--- src/design/lrs_cell.sv ---
// One cell of the sorting chain: holds one key, passes the larger key to the right.
module lrs_cell #(
   parameter int KW = 31
) (
   input  logic          clock,
   input  logic          reset,
   input  logic          shift,
   input  logic          cin_valid,
   input  logic [KW-1:0] cin_key,
   input  logic          nbr_valid,
   input  logic [KW-1:0] nbr_key,
   output logic          hold_valid,
   output logic [KW-1:0] hold_key,
   output logic          cout_valid,
   output logic [KW-1:0] cout_key
);

   logic          hold_valid_ff, hold_valid_in;
   logic [KW-1:0] hold_key_ff, hold_key_in;
   logic          cout_valid_ff, cout_valid_in;
   logic [KW-1:0] cout_key_ff, cout_key_in;

   always_comb begin
      hold_valid_in = hold_valid_ff;
      hold_key_in   = hold_key_ff;
      cout_valid_in = 1'b0;
      cout_key_in   = cout_key_ff;
      if (shift) begin
         // drain: take the right neighbour's key
         hold_valid_in = nbr_valid;
         hold_key_in   = nbr_key;
      end else if (cin_valid) begin
         if (!hold_valid_ff) begin
            hold_valid_in = 1'b1;
            hold_key_in   = cin_key;
         end else if (cin_key < hold_key_ff) begin
            hold_key_in   = cin_key;
            cout_valid_in = 1'b1;
            cout_key_in   = hold_key_ff;
         end else begin
            cout_valid_in = 1'b1;
            cout_key_in   = cin_key;
         end
      end
   end

   always_ff @(posedge clock) begin
      if (reset) begin
         hold_valid_ff <= 1'b0;
         cout_valid_ff <= 1'b0;
      end else begin
         hold_valid_ff <= hold_valid_in;
         cout_valid_ff <= cout_valid_in;
      end
   end

   always_ff @(posedge clock) begin
      hold_key_ff <= hold_key_in;
      cout_key_ff <= cout_key_in;
   end

   assign hold_valid = hold_valid_ff;
   assign hold_key   = hold_key_ff;
   assign cout_valid = cout_valid_ff;
   assign cout_key   = cout_key_ff;

endmodule

--- config.mk ---
export PLATFORM = sky130hd
export DESIGN_NAME = lrs_cell
export DESIGN_NICKNAME = d
export VERILOG_FILES = /design/src/design/lrs_cell.sv
export SDC_FILE = /design/constraint.sdc
export NUM_CORES = 1
export LEC_CHECK = 0
export BUFFER_PORTS_ARGS = -buffer_cell sky130_fd_sc_hd__clkbuf_2
export CAP_MARGIN = 20
export CORE_AREA = 4 4 94 96
export CTS_BUF_LIST = sky130_fd_sc_hd__clkbuf_2
export DETAILED_ROUTE_END_ITERATION = 10
export DIE_AREA = 0 0 98 100
export HOLD_SLACK_MARGIN = 0.1
export PLACE_DENSITY = 0.76
export SETUP_SLACK_MARGIN = 0.4
export SYNTH_ARGS = -nofsm -noshare
export SYNTH_HDL_FRONTEND = slang
export SYNTH_SLANG_ARGS = --single-unit
--- constraint.sdc ---
create_clock -name clock -period 3.7 [get_ports clock]
set_input_delay 0.74 -clock clock [delete_from_list [all_inputs] [get_ports clock]]
set_output_delay 0.74 -clock clock [all_outputs]
set_load 0.01 [all_outputs]
# [Yosys cells after proc, flatten, opt, wreduce, memory -nomap -nowiden]
# Cells that the tools add are included.
[word_totals] reg_bits=64 latch_bits=0 ramBits=0 romBits=0 in_bits=67 output_inout_bits=64 elab_cells=20 mem_count=0
[op_classes] n_addsub=0 mul=0 div=0 order_cmp=1 eq_ne=1 shift=0 n_mux=8 n_bitwise=2 n_reduce_logical=4
[op_table] operator="31-bit two-way mux" count=5
[op_table] operator="31-bit < comparator" count=1
[op_table] operator="1-bit two-way mux" count=3
[op_table] operator="3-bit by 2-bit inequality test with 1-bit output, second input constant" count=1
[op_table] operator="3-bit AND reduction" count=1
[op_table] operator="3-bit OR reduction" count=1
[op_table] operator="1-bit NOT" count=2
[op_table] operator="2-bit AND reduction" count=1
[op_table] operator="2-bit nonzero test" count=1

# [Logic depth before layout (Yosys ltp)]
[depth] word_depth=5 mapped_depth=9 depth_no_buf=8

# [Least setup slack after synthesis]
# Ideal clock, no wire load.
[synth_path] path_type="input to register" from="input shift" to="register cout_key_ff[0], in the netlist cout_key[0], enable pin" setup_time_ns=0.458 t_arrival_ns=3.376 required_ns=3.242 slack_ns=-0.134 cell_stages=3 n_path_buf=2 cell_sequence="clkbuf_1 -> clkbuf_1 -> nor3_1"
[synth_via] elab_chain_cells=2
[synth_lines] item="from (decl)" line="7" source="input logic shift,"
[synth_lines] item="1-bit NOT (no line)"
[synth_lines] item="3-bit AND reduction (no line)"
[synth_lines] item="to (signal assigned)" line="59" source="cout_key_ff <= cout_key_in;"
[synth_lines] item="to (decl)" line="21" source="logic [KW-1:0] cout_key_ff, cout_key_in;"
# No other way between the ends.
# A chain may end at the register's enable or synchronous reset.

# [Final worst setup path]
[layout_path] from="register hold_key_ff[29], in the netlist hold_key[29]" to="register cout_key_ff[30], in the netlist cout_key[30], data pin"
[layout_via] elab_chain_cells=2
[layout_lines] item="from (decl)" line="19" source="logic [KW-1:0] hold_key_ff, hold_key_in;"
[layout_lines] item="from (signal assigned)" line="58" source="hold_key_ff <= hold_key_in;"
[layout_lines] item="31-bit < comparator" line="36" source="end else if (cin_key < hold_key_ff) begin"
[layout_lines] item="31-bit two-way mux" line="36"
# No other way between the ends.

==> results.tsv <==
stage	metric	value	unit
outcome	run status	finished, final reports clean	
synth	Primary FF master, synth	edfxtp_1	
worst_setup_path	Worst Path Max Fanout	24	
worst_setup_path	CP endpoint kind	flip-flop	
finish	n_diodes	0	
finish	area of the multi-input gates	1510	um2
timing	Final Max Slew Viols	0	
floorplanning	DIE WIDTH	98	um
worst_setup_path	WP data required	3.93	ns
detailed_routing	final wirelength	7.65	mm
synth	Yosys top cell area share	0.522	
clock_tree	Clock Sinks	64	
synth	synth top area cells	edfxtp_1 52%, mux2_4 13%, ha_1 11%	
clock_tree	total CTS buffers	9	
synth	cell count after synthesis	252	
floorplanning	Die ar.	9800	um2
global_routing	grt total ovfl	0	
clock_tree	CTS tree	yes	
pwr	Power Density	390	nW/um2
synth	Mapped Area	3570	um2
clock_tree	Clock Pin Slew Worst Setup and Hold Paths	0.19	ns
synth	Syn Nets	349	
detailed_routing	antenna viol nets, final	0	
global_routing	largest net degree at the start of global routing	37	
timing	hold_ws	0.414	ns
synth	Synth Area per Inst	14.2	um2
finish	nets	489	
worst_setup_path	Crit Reg-Reg Startpoint	hold_key[29]	
timing	post-route setup TNS	0	ns
floorplanning	initial core utilization	0.443	
timing	Worst-Margin Slew	0.999	ns
timing	Max transition margin	0.334	
global_routing	Total GRT Usage	0.158	
placed_design	Placer Congestion	0.795	
timing	setup violators final	0	
detailed_routing	DRT iter0 DRCs	55	
synth	FF+latch count, synth	64	
finish	FILL cells	699	
finish	layout cells sized above 1	0.539	
pwr	Peak VDD IR	0.186	mV
placed_design	HPWL Detailed	5.92	mm
min_path	hold path startpoint	reset	
timing	Tcrit/Tclk final	0.749	
clock_tree	Post-CTS Resized	0	
synth	yosys warns	0	
floorplanning	row count	33	
global_routing	number of global-route vias before repair	2503	
timing	Max Freq	361	MHz
timing	endpoints failing hold	0	
detailed_routing	# DRC	0	
clock_tree	cts hold-fix bufs	0	
synth	sequential share of the synthesized area	0.533	
synth	post-synth top area cell	edfxtp_1	
floorplanning	Core ar.	8050	um2
timing	RSZ-0062 raised after global routing	no	
clock_tree	clock buffer depth	2	
detailed_routing	vias per cell	4.90	
synth	synth cell count leaders	62 x edfxtp_1, 33 x inv_1, 32 x mux2_2	
synth	top-count cell post-synth	edfxtp_1	
timing	minimum clock period	2.77	ns
synth	fraction of registers with async set/reset	0	
synth	Post-synth EDFFs	62	
floorplanning	die height	100	um
clock_tree	Clock Latency Late Sink	0.48	ns
clock_tree	CTS root buffer	clkbuf_2	
worst_setup_path	r2r setup slk	0.93	ns
finish	final core utilization	0.555	
worst_setup_path	startpoint types	flip-flop	
detailed_routing	WL/cell	15.2	um
detailed_routing	TritonRoute pass-1 iters	4	
worst_setup_path	WP data arrival	3.01	ns
job	Max Cap Viol	0	
global_routing	global-route wire length before repair	12.0	mm
timing	Setup Skew	0.0376	ns
pwr	Leakage	0.00214	uW
finish	synth-to-layout area growth	25.2	%
placed_design	I/O Buffers	130	
worst_setup_path	kind of critical path	reg2reg	
floorplanning	Boundary Pins	131	
synth	Netlist cell types	27	
min_path	Hold Crit Class	in2reg	
finish	storage element area	1900	um2
global_routing	initial antenna violation count	0	
worst_setup_path	CP Launch Point	hold_key[29]	
clock_tree	Post-CTS Setup Inserts	0	
clock_tree	H-tree Lvls	3	
detailed_routing	vias	2460	
[critical path, cell delays in order (launching register included)]
cell and delay, ns:
edfxtp_1 0.47, inv_1 0.08, ha_1 0.25, nand4_1 0.20
nor3_1 0.13, a22oi_1 0.19, o211ai_1 0.19, a31oi_4 0.19
buf_4 0.42, mux2_2 0.38
[cell type report]
| class | count | share of cell area |
|---|---|---|
| clock buffer | 10 | 0.0112 |
| clock inverter | 6 | 0.0115 |
| inverter | 33 | 0.0277 |
| multi-input combinational | 148 | 0.339 |
| sequential | 64 | 0.426 |
| tap | 105 | 0.0294 |
| timing repair buffer | 136 | 0.156 |
[kinds of logic after synthesis]
kind of cell,Yosys count,synth area share
flops,64,0.533
mux,62,0.227
buf+inv,40,0.0484
compound gates,31,0.0529
fa+ha+maj,30,0.105
simple gates,25,0.0333
[sequential cells by signal, indices dropped and copies added (netlist names)]
name and count:
cout_key 31, hold_key 31, cout_valid 1, hold_valid 1
[metal layers]
metal | part of all wire | wire, um | up-vias | track usage
met5 | 0 | 0 | - | 0
met4 | 0.015 | 111 | 0 | 0.0618
met3 | 0.061 | 470 | 8 | 0.0507
met2 | 0.50 | 3850 | 84 | 0.266
met1 | 0.42 | 3220 | 1146 | 0.189
li1 | - | - | 1222 | -
[path summary, 6_finish.rpt]
check	to	depth (start not counted)
max reg2reg	cout_key[30]	9
min	hold_valid	2
max	cout_key[30]	9
min reg2reg	cout_valid	2
[per-stage QoR]
step / setup slack (ns) / cells / power [uW] / cell area [um2]
after floorplan: 0.773 / 252 / 1220 / 3570
after global placement: 0.588 / 486 / 1360 / 4370
after detailed placement: 0.574 / 486 / 1370 / 4370
after CTS: 0.962 / 502 / 1770 / 4470
after global routing: 0.827 / 502 / 1850 / 4470
final: 0.930 / 502 / 1740 / 4470
[layout by cell type (no fill, tap or decap), drive strengths merged, types with 2 or more instances in the layout]
master  Yosys  layout
clkbuf      3     140
edfxtp     62      62
mux2       62      62
inv        33      33
ha         30      30
a21oi      18      18
nand2      10      10
buf         4       6
o21ai       6       6
clkinv      0       5
nand4       4       4
nor2        4       4
nor3        3       3
dfxtp       2       2
[power breakdown]
group	total, uW	internal, uW	switching [uW]
clock network	392	151	242
registers	900	868	32.1
logic	452	238	214
total	1740	1260	488
Note: power is estimated with default switching activity, not from simulation.
